<file path="config.mk">
export PLATFORM = sky130hd
export DESIGN_NAME = prgu_div
export DESIGN_NICKNAME = d
export VERILOG_FILES = /design/src/sv/pinhole_ray_generation_unit_defines.svh /design/src/sv/prgu_pkg.sv /design/src/sv/prgu_div.sv
export SDC_FILE = /design/constraint.sdc
export NUM_CORES = 2
export LEC_CHECK = 0
export BUFFER_PORTS_ARGS = -buffer_cell sky130_fd_sc_hd__buf_2
export CELL_PAD_IN_SITES_DETAIL_PLACEMENT = 1
export CELL_PAD_IN_SITES_GLOBAL_PLACEMENT = 1
export CORE_MARGIN = 4
export CORE_UTILIZATION = 52
export DETAILED_ROUTE_END_ITERATION = 6
export PLACE_DENSITY = 0.9
export SYNTH_ARGS = -nofsm -noshare
export SYNTH_HDL_FRONTEND = slang
export SYNTH_SLANG_ARGS = --single-unit
</file>
<file path="constraint.sdc">
create_clock -name clk_i -period 4.9 [get_ports clk_i]
set_input_delay 0.49 -clock clk_i [delete_from_list [all_inputs] [get_ports clk_i]]
set_output_delay 0.49 -clock clk_i [all_outputs]
set_load 0.01 [all_outputs]
</file>
<file path="src/sv/pinhole_ray_generation_unit_defines.svh">
// Assertion helpers for the ray generation unit RTL.
`ifndef PINHOLE_RAY_GENERATION_UNIT_DEFINES_SVH
`define PINHOLE_RAY_GENERATION_UNIT_DEFINES_SVH

// Check a property while out of reset.
`define PRGU_ASSERT(lbl, prop, msg) \
  lbl: assert property (@(posedge clk_i) disable iff (!rst_ni) prop) else $error(msg);

// Check a property at every edge, reset included.
`define PRGU_ASSERT_ALWAYS(lbl, prop, msg) \
  lbl: assert property (@(posedge clk_i) prop) else $error(msg);

`endif

</file>
<file path="src/sv/prgu_pkg.sv">
package prgu_pkg;

  // Signed width of a camera-space component in Q.8 pixel units.
  localparam int unsigned AW = 26;
  // Width of the sum of squares.
  localparam int unsigned SW = 50;
  // Width of the integer square root.
  localparam int unsigned RW = 25;
  // Fraction bits of the rotation entries.
  localparam int unsigned ROT_FRAC = 14;
  localparam int unsigned DIR_W = 16;
  localparam int unsigned CFG_W = 48;
  localparam int unsigned PIX_W = 13;
  localparam int unsigned FOCAL_W = 24;
  localparam int unsigned PDATA_W = 64;
  localparam int unsigned PADDR_W = 6;

  typedef enum logic [2:0] {
    REG_ROT_ROW0     = 3'd0,
    REG_ROT_ROW1     = 3'd1,
    REG_ROT_ROW2     = 3'd2,
    REG_CAM_POSITION = 3'd3,
    REG_IMAGE_WIDTH  = 3'd4,
    REG_IMAGE_HEIGHT = 3'd5,
    REG_FOCAL_LENGTH = 3'd6
  } reg_idx_e;

  typedef logic [2:0][AW-1:0] avec_t;

endpackage

</file>
<file path="src/sv/prgu_div.sv">
module prgu_div #(
  parameter int unsigned DIR_FRAC_BITS = 14
) (
  input  logic                        clk_i,
  input  logic                        rst_ni,
  input  logic                        en_i,
  input  logic                        valid_i,
  input  logic [prgu_pkg::AW-1:0]     a_i,
  input  logic [prgu_pkg::RW-1:0]     root_i,
  output logic                        valid_o,
  output logic [DIR_FRAC_BITS+1:0]    n_o
);
  import prgu_pkg::*;

  localparam int unsigned QB = DIR_FRAC_BITS + 1;
  localparam int unsigned NW = AW + DIR_FRAC_BITS + 1;
  localparam int unsigned DW = RW + 1;
  localparam int unsigned OW = DIR_FRAC_BITS + 2;

  logic [AW-1:0] a_neg;
  logic [AW-2:0] mag;

  logic [NW-1:0] rem_q [QB+1];
  logic [QB-1:0] quo_q [QB+1];
  logic [DW-1:0] den_q [QB+1];
  logic          neg_q [QB+1];
  logic [QB:0]   vld_q;
  logic [OW-1:0] n_q;
  logic          nvld_q;

  assign a_neg = AW'(0) - a_i;
  assign mag   = a_i[AW-1] ? a_neg[AW-2:0] : a_i[AW-2:0];

  // Form 2*|a|*2^D + r over 2*r so the floor gives the rounded quotient.
  always_ff @(posedge clk_i or negedge rst_ni) begin
    if (!rst_ni) begin
      vld_q[0] <= 1'b0;
    end else if (en_i) begin
      vld_q[0] <= valid_i;
    end
  end

  always_ff @(posedge clk_i) begin
    if (en_i) begin
      rem_q[0] <= (NW'(mag) << QB) + NW'(root_i);
      quo_q[0] <= '0;
      den_q[0] <= {root_i, 1'b0};
      neg_q[0] <= a_i[AW-1];
    end
  end

  for (genvar j = 1; j <= QB; j++) begin : g_step
    localparam int unsigned B = QB - j;
    logic [NW-1:0] trial;
    logic          take;

    assign trial = NW'(den_q[j-1]) << B;
    assign take  = rem_q[j-1] >= trial;

    always_ff @(posedge clk_i or negedge rst_ni) begin
      if (!rst_ni) begin
        vld_q[j] <= 1'b0;
      end else if (en_i) begin
        vld_q[j] <= vld_q[j-1];
      end
    end

    always_ff @(posedge clk_i) begin
      if (en_i) begin
        rem_q[j] <= take ? rem_q[j-1] - trial : rem_q[j-1];
        quo_q[j] <= take ? (quo_q[j-1] | (QB'(1) << B)) : quo_q[j-1];
        den_q[j] <= den_q[j-1];
        neg_q[j] <= neg_q[j-1];
      end
    end
  end

  // Restore the sign.
  always_ff @(posedge clk_i or negedge rst_ni) begin
    if (!rst_ni) begin
      nvld_q <= 1'b0;
    end else if (en_i) begin
      nvld_q <= vld_q[QB];
    end
  end

  always_ff @(posedge clk_i) begin
    if (en_i) begin
      n_q <= neg_q[QB] ? OW'(0) - OW'(quo_q[QB]) : OW'(quo_q[QB]);
    end
  end

  assign valid_o = nvld_q;
  assign n_o     = n_q;

endmodule

</file>
==> Word level (Yosys, flattened, before mapping) <==
Memory sizes are Yosys's and may differ from the RTL's.
Cells that the tools add are included.
{ "totals": {"word_cells": 90, "inputBits": 55, "register_bits": 33, "output_inout_bits": 17, "mem_bits_rw": 1328, "n_memories": 4} }
{ "classes": {"add_sub_neg": 18, "n_mux": 34, "n_lt_le_gt_ge": 15} }
{ "mem_list": {"columns": ["memory", "depth", "word_bits", "rd", "rd_ports_with_merged_regs", "wr", "line_no", "text"], "rows": [
  ["rem_q", 16, 41, 15, 0, 16, "prgu_div.sv:23", "logic [NW-1:0] rem_q [QB+1];"],
  ["den_q", 16, 26, 15, 0, 16, "prgu_div.sv:25", "logic [DW-1:0] den_q [QB+1];"],
  ["quo_q", 16, 15, 16, 0, 16, "prgu_div.sv:24", "logic [QB-1:0] quo_q [QB+1];"],
  ["neg_q", 16, 1, 16, 0, 16, "prgu_div.sv:26", "logic neg_q [QB+1];"]
]} }
{ "ops": {"columns": ["op", "n"], "rows": [
  ["2-to-1 mux 41 bit", 15],
  ["adder 40 x 25 -> 41 bit", 1],
  ["greater-or-equal comparator 41 x 26 -> 1 bit", 1],
  ["greater-or-equal comparator 41 x 27 -> 1 bit", 1],
  ["greater-or-equal comparator 41 x 28 -> 1 bit", 1],
  ["greater-or-equal comparator 41 x 29 -> 1 bit", 1],
  ["greater-or-equal comparator 41 x 30 -> 1 bit", 1],
  ["greater-or-equal comparator 41 x 31 -> 1 bit", 1],
  ["greater-or-equal comparator 41 x 32 -> 1 bit", 1],
  ["greater-or-equal comparator 41 x 33 -> 1 bit", 1],
  ["greater-or-equal comparator 41 x 34 -> 1 bit", 1],
  ["greater-or-equal comparator 41 x 35 -> 1 bit", 1],
  ["greater-or-equal comparator 41 x 36 -> 1 bit", 1],
  ["greater-or-equal comparator 41 x 37 -> 1 bit", 1],
  ["greater-or-equal comparator 41 x 38 -> 1 bit", 1],
  ["greater-or-equal comparator 41 x 39 -> 1 bit", 1],
  ["greater-or-equal comparator 41 x 40 -> 1 bit", 1],
  ["subtractor 41 x 26 -> 41 bit", 1],
  ["subtractor 41 x 27 -> 41 bit", 1],
  ["subtractor 41 x 28 -> 41 bit", 1],
  ["subtractor 41 x 29 -> 41 bit", 1],
  ["subtractor 41 x 30 -> 41 bit", 1],
  ["subtractor 41 x 31 -> 41 bit", 1],
  ["subtractor 41 x 32 -> 41 bit", 1],
  ["other kinds (26)", 29]
]} }

==> Longest topological paths before layout <==
{ "logic_depth": {"ltp_word": 3, "mapped_depth": 15, "depth_no_buf": 15} }

==> Worst setup path after synthesis <==
Ideal clock, no wire load.
{ "synth_path": {"kind": "register to register", "from": "memory rem_q[1][152] (netlist name)", "to": "memory rem_q[1][173] (netlist name), data pin", "t_arrival_ns": 3.331, "slack_ns": 1.308, "synth_period_minus_slack_ns": 3.592, "setup_time_ns": 0.260, "n_path_buf": 2, "path_stages_with_launch": 11, "cell_sequence": "edfxtp_1 -> or2_4 -> or3_4 -> or4_4 -> or2_4 -> or4_4 -> or4_4 -> a31o_1 -> buf_6 -> buf_6 -> mux2_4"} }
{ "synth_lines": {"columns": ["element", "line_no"], "rows": [
  ["start, declared", "prgu_div.sv:23"]
]} }

==> reports/metrics.cfg <==
[placed_design]
io_buffers=71
gp_congestion=0.942
hpwl_mm=128

[routing]
viasPerCell=6.22
drt_iter0_markers=3556
drt_pre_antenna_iters=5
post_drt_wl_per_cell_um=24.7
ant_nets=0
wirelength_mm=173
vias=43620
drc=0

[critical_path]
required_ps=5360
cp.buffers_inverters=1
slowest_delay_ps=910
r2r-start=rem_q[0][135]$_DFFE_PP_
arrival_ps=4950
start_kind=register
end_kind=register
path_cells=inv_1 -> ha_1 -> fa_1 -> nor2b_1 -> o31a_1 -> o21ai_0 -> o21ai_0 -> a2111oi_0 -> o21ai_0 -> a311oi_1 -> o21ai_0 -> xnor2_1
critPathMaxFanout=3
crit_start=rem_q[0][135]$_DFFE_PP_
crit_top_cell=o21ai_0
path_class=register to register
crit_slowest_cell=a2111oi_0
crit_family=compound AO/OA/AOI/OAI gates

[timing]
period_needed_ps=4490
min_period_over_period_pct=91.7
tightest_slew_ps=1230
tns_ps=0
setup_viol=0
grt_setup_unrepaired=no
finalClockSkew_ps=34.2
final-hold-violation-count=0
report.final.slew_viol_count=0
relSlewSlack_pct=18.2
clock.fmax_mhz=223

[clock_tree]
clkSinkCount=1025
post_cts_buffers=0
path_clk_slew_ps=60
cts_tree=yes
root_buffer=clkbuf_16
postCtsHoldBufs=25
postCtsResizedCells=0
htree_levels=3
clk_latency_ps=720
cts_buffers=111
cts_buffer_depth=3

[finish]
seqCellArea_um2=30700
final_nets=5892
n_antenna_cell=0
drive_gt1_share_pct=7.50
area_growth_pct=10.3
multi_input_area_um2=25400
fill_cells=11610

[worst_hold_path]
hp-class=input pin to register
hold_start=root_i[16]

[yosys]
async_flop_share_pct=1.66
yosysUniqueCellTypes=85
syn_nets=5749
synth_top_cells_by_area=edfxtp_1 52%, ha_1 8.3%, xnor2_1 4.2%
yosysSeqAreaShare_pct=52.7
synth.avg_cell_area_um2=11.0
ys.warnings.count=0
syn_area_um2=58300
synth_top_area_cell=edfxtp_1
synth-edff-count=1008
syn_inst=5292
synth_top_area_share_pct=51.9
ys_seq_elements=1025
synth-main-ff-cell=edfxtp_1

[power]
power_density_nw_per_um2=602
ir_drop_v=0.000304
cellLeakagePower_nw=25.3
finalPower_mw=38.7

[die]
fp.dieArea_um2=117000
core_area_um2=111000
start_util_pct=52.5
boundaryPins=72
die_h_um=343
die_x_um=343
row_count=122

[grt]
grt_use_total_pct=29.1
antenna_found_initial=0
grt_pass1_vias=47268
gr-total-overflow=0
grt_max_degree=140
grt_pass1_wl_mm=270

[job]
drv_cap=0

[run_status]
status=finished, final reports clean

[layer usage]
layer / GRT usage (%) / routed length [um] / part of all wire (%) / vias to the layer above
met4: 16.0 / 11000 / 6.4 / 0
li1: - / - / - / 19790
met1: 32.3 / 64300 / 37 / 21696
met3: 4.14 / 8240 / 4.8 / 586
met2: 53.6 / 89500 / 52 / 1548
met5: 0 / 0 / 0 / -
[flip-flops by register name, summed over array words and instances, names as in the netlist]
signal and flops:
vld_q 16, valid_o 1, rem_q 615, n_o 16
neg_q 16, den_q 241, quo_q 120
[placed cells by master (no fill, tap or decap), types with 17 or more instances in the layout]
| cell type | synthesis | routed |
|---|---|---|
| nand4_1 | 76 | 76 |
| o21a_1 | 64 | 64 |
| ha_1 | 387 | 387 |
| or4_1 | 22 | 22 |
| o31ai_1 | 37 | 36 |
| dlygate4sd3_1 | 0 | 25 |
| and3_1 | 49 | 49 |
| a21o_1 | 162 | 162 |
| or3_1 | 28 | 28 |
| edfxtp_1 | 1008 | 1008 |
| xnor2_1 | 279 | 279 |
| o211ai_1 | 31 | 31 |
| buf_4 | 0 | 43 |
| nor3_1 | 80 | 79 |
| nand2_1 | 366 | 366 |
| a21oi_1 | 456 | 455 |
| or2_2 | 19 | 19 |
| and2_1 | 20 | 20 |
| clkbuf_1 | 99 | 28 |
| a31oi_1 | 44 | 43 |
| nor2b_1 | 50 | 50 |
| nand3_1 | 92 | 92 |
| dfrtp_1 | 17 | 17 |
| nor4_1 | 59 | 59 |
| clkinv_1 | 2 | 23 |
| nor4b_1 | 17 | 17 |
| nand2b_1 | 56 | 56 |
| o21bai_1 | 44 | 44 |
| inv_1 | 475 | 475 |
| nor2_1 | 384 | 384 |
| mux2_2 | 83 | 83 |
| buf_2 | 1 | 70 |
| a211oi_1 | 29 | 28 |
| o21ai_0 | 303 | 303 |
| xor2_1 | 164 | 164 |
| o31a_1 | 22 | 22 |
| clkbuf_16 | 0 | 112 |
[layout make-up]
class | instances | share of cell area, %
Tap cell | 1488 | 2.90
Inverter | 479 | 2.80
Clock inverter | 58 | 0.868
Clock buffer | 140 | 4.52
Timing Repair Buffer | 146 | 1.68
Sequential cell | 1025 | 47.8
Multi-Input combinational cell | 3672 | 39.5
[metrics by stage]
stage	hold WS (ps)	util, %	worst slack, ps	std cells	area, um2
6_report	32.2	57.9	409	7008	64300
5_1_grt	18.2	57.9	113	7008	64300
4_1_cts	3.08	57.9	464	7008	64300
3_5_place_dp	405	54.6	515	6785	60600
3_3_place_gp	401	54.6	752	6785	60600
2_1_floorplan	194	-	1310	5292	58300
[report_power, final]
part           internal [mW]  switching [mW]
sequential              12.7            1.75
clock                   4.61            3.55
combinational           6.49            9.63
[synthesized netlist by cell type (all sizes together) (22+ instances only)]
library cell,n
nand2,366
or3,29
edfxtp,1008
a31oi,44
nor2b,50
inv,477
a21oi,456
mux2,90
a211oi,29
o31a,22
xnor2,279
o211ai,31
ha,387
nor3,80
o31ai,37
nand2b,56
or4,25
nor2,384
o21a,64
nor4,59
clkbuf,99
o21bai,44
o21ai,303
a21o,162
nand3,92
and3,49
xor2,164
nand4,76
[logic make-up after synthesis]
family	after synthesis	synth area share (%)
AND/OR/NAND/NOR	1390	11.8
AO/OA/AOI/OAI	1343	14.3
flip-flops	1025	52.7
buffers and inverters	595	3.87
XOR/XNOR	443	6.66
adder cells (fa/ha/maj)	402	8.82
multiplexers	94	1.85
[worst paths after layout]
kind,endpoint,slack [ps],cells after the start
min in group asynchronous,vld_q[10]$_DFFE_PN0P_,250,2
worst max register to register,rem_q[0][202]$_DFFE_PP_,410,12
max in group asynchronous,vld_q[5]$_DFFE_PN0P_,4380,2
worst min-delay path,den_q[0][17]$_DFFE_PP_,30,1
worst max-delay path,rem_q[0][202]$_DFFE_PP_,410,12
worst min register to register,quo_q[1][27]$_DFFE_PP_,420,0
Power figures use the tool's default switching activity.
