$ cat src/sv/pinhole_ray_generation_unit_defines.svh
// Assertion helpers for the ray generation unit RTL.
`ifndef PINHOLE_RAY_GENERATION_UNIT_DEFINES_SVH
`define PINHOLE_RAY_GENERATION_UNIT_DEFINES_SVH

// Check a property while out of reset.
`define PRGU_ASSERT(lbl, prop, msg) \
  lbl: assert property (@(posedge clk_i) disable iff (!rst_ni) prop) else $error(msg);

// Check a property at every edge, reset included.
`define PRGU_ASSERT_ALWAYS(lbl, prop, msg) \
  lbl: assert property (@(posedge clk_i) prop) else $error(msg);

`endif

$ cat src/sv/prgu_pkg.sv
package prgu_pkg;

  // Signed width of a camera-space component in Q.8 pixel units.
  localparam int unsigned AW = 26;
  // Width of the sum of squares.
  localparam int unsigned SW = 50;
  // Width of the integer square root.
  localparam int unsigned RW = 25;
  // Fraction bits of the rotation entries.
  localparam int unsigned ROT_FRAC = 14;
  localparam int unsigned DIR_W = 16;
  localparam int unsigned CFG_W = 48;
  localparam int unsigned PIX_W = 13;
  localparam int unsigned FOCAL_W = 24;
  localparam int unsigned PDATA_W = 64;
  localparam int unsigned PADDR_W = 6;

  typedef enum logic [2:0] {
    REG_ROT_ROW0     = 3'd0,
    REG_ROT_ROW1     = 3'd1,
    REG_ROT_ROW2     = 3'd2,
    REG_CAM_POSITION = 3'd3,
    REG_IMAGE_WIDTH  = 3'd4,
    REG_IMAGE_HEIGHT = 3'd5,
    REG_FOCAL_LENGTH = 3'd6
  } reg_idx_e;

  typedef logic [2:0][AW-1:0] avec_t;

endpackage

$ cat src/sv/prgu_isqrt.sv
module prgu_isqrt #(
  parameter int unsigned TAG_W = 78
) (
  input  logic                      clk_i,
  input  logic                      rst_ni,
  input  logic                      en_i,
  input  logic                      valid_i,
  input  logic [prgu_pkg::SW-1:0]   s_i,
  input  logic [TAG_W-1:0]          tag_i,
  output logic                      valid_o,
  output logic [prgu_pkg::RW-1:0]   root_o,
  output logic [TAG_W-1:0]          tag_o
);
  import prgu_pkg::*;

  logic [SW-1:0]    rem_q  [RW];
  logic [RW-1:0]    root_q [RW];
  logic [TAG_W-1:0] tag_q  [RW];
  logic [RW-1:0]    vld_q;

  // One root bit per stage, most significant first.
  for (genvar i = 0; i < RW; i++) begin : g_step
    localparam int unsigned B = RW - 1 - i;
    logic [SW-1:0]    rem_in;
    logic [RW-1:0]    root_in;
    logic [TAG_W-1:0] tag_in;
    logic             vld_in;
    logic [SW+1:0]    trial;
    logic             take;

    if (i == 0) begin : g_first
      assign rem_in  = s_i;
      assign root_in = '0;
      assign tag_in  = tag_i;
      assign vld_in  = valid_i;
    end else begin : g_next
      assign rem_in  = rem_q[i-1];
      assign root_in = root_q[i-1];
      assign tag_in  = tag_q[i-1];
      assign vld_in  = vld_q[i-1];
    end

    assign trial = ((SW+2)'(root_in) << (B + 1)) + ((SW+2)'(1) << (2 * B));
    assign take  = {2'b00, rem_in} >= trial;

    always_ff @(posedge clk_i or negedge rst_ni) begin
      if (!rst_ni) begin
        vld_q[i] <= 1'b0;
      end else if (en_i) begin
        vld_q[i] <= vld_in;
      end
    end

    always_ff @(posedge clk_i) begin
      if (en_i) begin
        rem_q[i]  <= take ? rem_in - trial[SW-1:0] : rem_in;
        root_q[i] <= take ? (root_in | (RW'(1) << B)) : root_in;
        tag_q[i]  <= tag_in;
      end
    end
  end

  assign valid_o = vld_q[RW-1];
  assign root_o  = root_q[RW-1];
  assign tag_o   = tag_q[RW-1];

endmodule

$ cat config.mk
export PLATFORM = sky130hd
export DESIGN_NAME = prgu_isqrt
export DESIGN_NICKNAME = d
export VERILOG_FILES = /design/src/sv/pinhole_ray_generation_unit_defines.svh /design/src/sv/prgu_pkg.sv /design/src/sv/prgu_isqrt.sv
export SDC_FILE = /design/constraint.sdc
export NUM_CORES = 2
export LEC_CHECK = 0
export BUFFER_PORTS_ARGS = -buffer_cell sky130_fd_sc_hd__buf_2
export CAP_MARGIN = 20
export CORE_MARGIN = 2
export CORE_UTILIZATION = 50
export DETAILED_ROUTE_END_ITERATION = 12
export HOLD_SLACK_MARGIN = 0.15
export PLACE_DENSITY = 0.66
export RECOVER_POWER = 100
export SLEW_MARGIN = 10
export SYNTH_ARGS = -nofsm -noshare
export SYNTH_HDL_FRONTEND = slang
export SYNTH_SLANG_ARGS = --single-unit
$ cat constraint.sdc
create_clock -name clk_i -period 8.8 [get_ports clk_i]
set_clock_uncertainty 0.15 [all_clocks]
set_input_delay 0.44 -clock clk_i [delete_from_list [all_inputs] [get_ports clk_i]]
set_output_delay 0.44 -clock clk_i [all_outputs]
set_load 0.01 [all_outputs]
After elaboration in Yosys (flattened, before gate mapping)
Memory sizes are Yosys's and may differ from the RTL's.
Index checks and enable logic that the tools add are counted.
{ "word_totals": {"register_bits": 25, "ram_bits": 3825, "input_bits": 132, "output_inout_bits": 104, "elab_cells": 154, "memories": 3} }
{ "classes": {"addsub": 49, "order_cmp": 25, "n_mux": 52} }
{ "mem_list": {"columns": ["name", "depth", "width", "read_ports", "rd_clocked_by_memory_dff", "wr", "line_no", "source"], "rows": [
  ["tag_q", 25, 78, 25, 0, 25, "prgu_isqrt.sv:18", "logic [TAG_W-1:0] tag_q [RW];"],
  ["rem_q", 25, 50, 24, 0, 25, "prgu_isqrt.sv:16", "logic [SW-1:0] rem_q [RW];"],
  ["root_q", 25, 25, 25, 0, 25, "prgu_isqrt.sv:17", "logic [RW-1:0] root_q [RW];"]
]} }
{ "ops": {"columns": ["operator", "n"], "rows": [
  ["50-bit 2-to-1 mux", 25],
  ["49-bit by 47-bit adder with 50-bit output (second input constant)", 1],
  ["50-bit by 27-bit >= comparator with 1-bit output", 1],
  ["50-bit by 28-bit >= comparator with 1-bit output", 1],
  ["50-bit by 29-bit >= comparator with 1-bit output", 1],
  ["50-bit by 30-bit >= comparator with 1-bit output", 1],
  ["50-bit by 31-bit >= comparator with 1-bit output", 1],
  ["50-bit by 32-bit >= comparator with 1-bit output", 1],
  ["50-bit by 33-bit >= comparator with 1-bit output", 1],
  ["50-bit by 34-bit >= comparator with 1-bit output", 1],
  ["50-bit by 35-bit >= comparator with 1-bit output", 1],
  ["50-bit by 36-bit >= comparator with 1-bit output", 1],
  ["50-bit by 37-bit >= comparator with 1-bit output", 1],
  ["50-bit by 38-bit >= comparator with 1-bit output", 1],
  ["50-bit by 39-bit >= comparator with 1-bit output", 1],
  ["50-bit by 40-bit >= comparator with 1-bit output", 1],
  ["50-bit by 41-bit >= comparator with 1-bit output", 1],
  ["50-bit by 42-bit >= comparator with 1-bit output", 1],
  ["50-bit by 43-bit >= comparator with 1-bit output", 1],
  ["50-bit by 44-bit >= comparator with 1-bit output", 1],
  ["50-bit by 45-bit >= comparator with 1-bit output", 1],
  ["50-bit by 46-bit >= comparator with 1-bit output", 1],
  ["50-bit by 47-bit >= comparator with 1-bit output", 1],
  ["50-bit by 48-bit >= comparator with 1-bit output", 1],
  ["other kinds (76)", 78]
]} }

Longest topological paths before layout
An unclocked memory read counts as a cell.
{ "depth": {"depth_word": 4, "depth_mapped": 14, "mapped_depth_nobuf": 11} }

Least setup slack after synthesis
Ideal clock, no wire load.
{ "synth_timing": {"kind": "reg2reg", "start": "mem rem_q[17][14], in the netlist rem_q[2][64]", "end": "mem rem_q[18][29], in the netlist rem_q[2][129], data pin", "setup_time_ns": 0.259, "t_arrival_ns": 2.933, "required_time_ns": 8.391, "slack_ns": 5.458, "stages_incl_launch_ff": 11, "n_path_buf": 1, "cell_sequence": "edfxtp_1 > ha_1 > nor2b_1 > o31a_1 > o21ai_0 > or3b_2 > a2111oi_2 > buf_2 > nor3b_1 > a211o_1 > a211o_1"} }
{ "synth_lines": {"columns": ["item", "line_no"], "rows": [
  ["start: declaration", "prgu_isqrt.sv:16"]
]} }

==> results.json <==
{
  "result_of_the_run": "finished, violations left",
  "failed_checks": "capacitance limit, slew limit",
  "die-height_um": 519,
  "post_synth_xor_area_fraction_pct": 3.42,
  "total_count_of_hold_check_failures_in_the_final_report": 0,
  "drt-pass1-iter-count": 6,
  "flow.area_growth_from_synthesis_pct": 14.5,
  "finalWorstSetupSlack_ns": 2.71,
  "synth_async_sr_flop_share_pct": 0.714,
  "crit_type": "in2reg",
  "clk_path_buf_depth": 4,
  "grt_pass1_vias": 64900,
  "ys.warnings.count": 0,
  "cts_made_buffers": 353,
  "yosys-mux-area-fraction_pct": 0.602,
  "endpoint_kind": "register",
  "drc": 0,
  "rsz0062_at_grt": "false",
  "synth.top_cell.area_share_pct": 78.8,
  "worst_ir_drop_vdd_uv": 199,
  "rows": 188,
  "final_period_minus_worst_setup_slack_ns": 6.09,
  "synthFlopType": "sky130_fd_sc_hd__edfxtp_1",
  "sequential_fraction_of_the_synthesis_area_pct": 79.3,
  "ys_types": 87,
  "post_cts.repair.setup_buffers": 0,
  "ioPinCount": 236,
  "hold_path.class": "in2reg",
  "yosys.area_share.simple_pct": 6.69,
  "cts_htree_levels": 5,
  "detailed_route_wire_length_um": 228000,
  "floorplan.initialDensity_pct": 50.4,
  "slew-limit-headroom_pct": -225,
  "setup.worst_path.end": "tag_q[23][41]$_DFFE_PP_",
  "critical_path_arrival_ns": 6.28,
  "num-fill-cells": 19800,
  "finalSetupTns_ns": 0,
  "synth_largest_area_cell": "sky130_fd_sc_hd__edfxtp_1",
  "via_per_inst": 5.27,
  "num-nets-final": 9032,
  "globalRoute.totalOverflow": 0,
  "num_vias": 65200,
  "power-per-cell-area_nw_per_um2": 261,
  "timing.final.max_slew_violations": 2041,
  "initialDrtViolationCount": 4815,
  "die_width_um": 519,
  "clk_root_buffer_cell": "sky130_fd_sc_hd__clkbuf_16",
  "global_route_wire_length_before_repair_um": 357000,
  "synth_top_family_by_area": "simple AND/OR/NAND/NOR gates",
  "clock-sinks": 3500,
  "timing.final.setup_violations": 0,
  "timing.critical_path.from_type": "input port",
  "grt_antenna_before_repair": 7,
  "critical_path.startpoint": "en_i",
  "synth.ff_latch_count": 3500,
  "synth.top_cells.by_area": "sky130_fd_sc_hd__edfxtp_1, sky130_fd_sc_hd__ha_1, sky130_fd_sc_hd__xnor2_1",
  "dpl.hpwl_um": 149000,
  "cap_violations": 26,
  "fmax_mhz": 164,
  "cp_required_ns": 9.00,
  "fp.coreArea_um2": 263000,
  "clk_pin_slew_ns": 0.06,
  "worstReg2RegEnd": "rem_q[2][294]$_DFFE_PP_",
  "detail_route.wl_per_cell_um": 18.4,
  "synth.avg_cell_area_um2": 17.1,
  "syn-num-nets": 8245,
  "fp.dieArea_um2": 269000,
  "routability_cong": 0.941,
  "r2r_setup_slack_ns": 3.14,
  "worstPathMaxFanout": 147,
  "critical_path.reg2reg.startpoint": "rem_q[2][215]$_DFFE_PP_",
  "worstMarginPinSlew_ns": 4.87,
  "input_output_buffers": 235,
  "period_share_pct": 69.2,
  "syn_area_um2": 132000,
  "synth_compound_area_share_pct": 5.20,
  "cts_tree": "built",
  "synth_enable_flop_cells": 3475,
  "clock_latency_ns": 0.89,
  "cts_resized": 0,
  "pre_cts_slack_ns": 4.42,
  "p_leak_nw": 54.0,
  "ctsHoldBuffers": 262,
  "largest_net_degree_at_the_start_of_global_routing": 183,
  "worstRegToRegCells": 9,
  "gr-usage-all-layers_pct": 16.6,
  "drive_gt1_share_pct": 8.65,
  "yosys.area_share.adder_pct": 3.27,
  "netlist_instances": 7767,
  "drt.antenna.violating_nets": 0
}
-- power by group --
| part | internal, mW | switching (mW) |
|---|---|---|
| clock | 8.24 | 6.08 |
| combinational | 1.70 | 2.52 |
| sequential | 20.2 | 0.856 |
-- placed cells by master, fill, tap and decap left out, types with 34 or more instances in the layout --
cell type and count:
sky130_fd_sc_hd__a21o_1 116, sky130_fd_sc_hd__nor3_1 138, sky130_fd_sc_hd__clkbuf_16 357, sky130_fd_sc_hd__o21ai_0 304, sky130_fd_sc_hd__o21a_1 63, sky130_fd_sc_hd__a21oi_1 311, sky130_fd_sc_hd__clkinv_1 70, sky130_fd_sc_hd__dlygate4sd3_1 261
sky130_fd_sc_hd__nand4_1 90, sky130_fd_sc_hd__or3_1 54, sky130_fd_sc_hd__nor4_1 202, sky130_fd_sc_hd__xor2_1 250, sky130_fd_sc_hd__ha_1 346, sky130_fd_sc_hd__nor2b_1 43, sky130_fd_sc_hd__edfxtp_1 3475, sky130_fd_sc_hd__xnor2_1 267
sky130_fd_sc_hd__nand2_1 416, sky130_fd_sc_hd__nand2b_1 56, sky130_fd_sc_hd__clkbuf_1 212, sky130_fd_sc_hd__nor2_1 341, sky130_fd_sc_hd__and3_1 34, sky130_fd_sc_hd__nand3_1 91, sky130_fd_sc_hd__or4_1 47, sky130_fd_sc_hd__buf_2 123
sky130_fd_sc_hd__clkinv_2 63, sky130_fd_sc_hd__inv_1 419, sky130_fd_sc_hd__mux2_2 57
-- registers in the layout, indices dropped and copies added, names as in the netlist --
| register | count |
|---|---|
| tag_q | 1950 |
| valid_o | 1 |
| g_step.vld_in | 24 |
| root_q | 325 |
| rem_q | 1200 |
-- worst min-delay path by stage --
stage                                        from                       endpoint  slack (ns)  cells past startpoint
after floorplan                            rst_ni  g_step[10].vld_in$_DFFE_PN0P_      -0.006                      0
after global placement    tag_q[20][35]$_DFFE_PP_        tag_q[21][35]$_DFFE_PP_        0.25                      0
after detailed placement   tag_q[9][27]$_DFFE_PP_        tag_q[10][27]$_DFFE_PP_        0.25                      0
after CTS                                 s_i[48]         rem_q[0][48]$_DFFE_PP_        0.15                      3
after global routing                      s_i[48]         rem_q[0][48]$_DFFE_PP_        0.20                      3
final                                     s_i[48]         rem_q[0][48]$_DFFE_PP_        0.24                      3
-- critical path: stages --
cell                              delay [ns]
sky130_fd_sc_hd__dlygate4sd3_1          0.57
sky130_fd_sc_hd__buf_12                 0.56
sky130_fd_sc_hd__buf_12                 0.52
sky130_fd_sc_hd__clkdlybuf4s25_1        3.72
-- per-stage QoR --
step	hold WS, ns	total power [mW]	util (%)	cell area [um^2]	cells
floorplan	-0.00559	23.9	-	132000	7767
global placement	0.250	25.4	52.5	138000	11400
detailed placement	0.255	25.5	52.5	138000	11500
CTS	0.154	40.0	57.8	152000	12400
global route	0.204	41.3	57.7	152000	12400
finish	0.239	39.6	57.7	152000	12400
-- layer usage --
metal | routed length, um | part of all wire, % | global-route usage [%] | up-vias
met5 | 13 | 0.0057 | 0 | -
met4 | 8780 | 3.9 | 6.86 | 2
met3 | 10000 | 4.4 | 2.37 | 526
met2 | 112000 | 49 | 28.2 | 1573
met1 | 96500 | 42 | 21.5 | 31600
li1 | - | - | - | 31500
-- cells by family after synthesis --
kind of cell / count (synthesis)
compound gates: 1093
mux: 72
buf+inv: 539
xor+xnor: 517
simple gates: 1700
fa+ha+maj: 346
flops: 3500
-- cells in the mapped netlist (all sizes together) (26+ instances only) --
master     n
edfxtp  3475
inv      419
nand2    416
ha       346
nor2     341
a21oi    311
o21ai    305
xnor2    267
xor2     250
nor4     205
nor3     140
a21o     116
nand3     91
nand4     90
clkbuf    89
o21a      63
mux2      61
nand2b    56
or3       54
or4       47
nor2b     43
and3      34
buf       31
nor4b     31
or2       28
o31ai     27
o21bai    26
-- area by class of cell --
class	count	area (um^2)	share of cell area, %
Sequential cell	3500	105000	69.2
Clock buffer	436	9300	6.13
Multi-Input combinational cell	3728	25400	16.8
Antenna cell	3	7.51	0.00495
Tap cell	3515	4400	2.90
Clock inverter	208	1920	1.27
Inverter	419	1570	1.04
Timing Repair Buffer	552	4070	2.69
(Power assumes the default switching activity.)
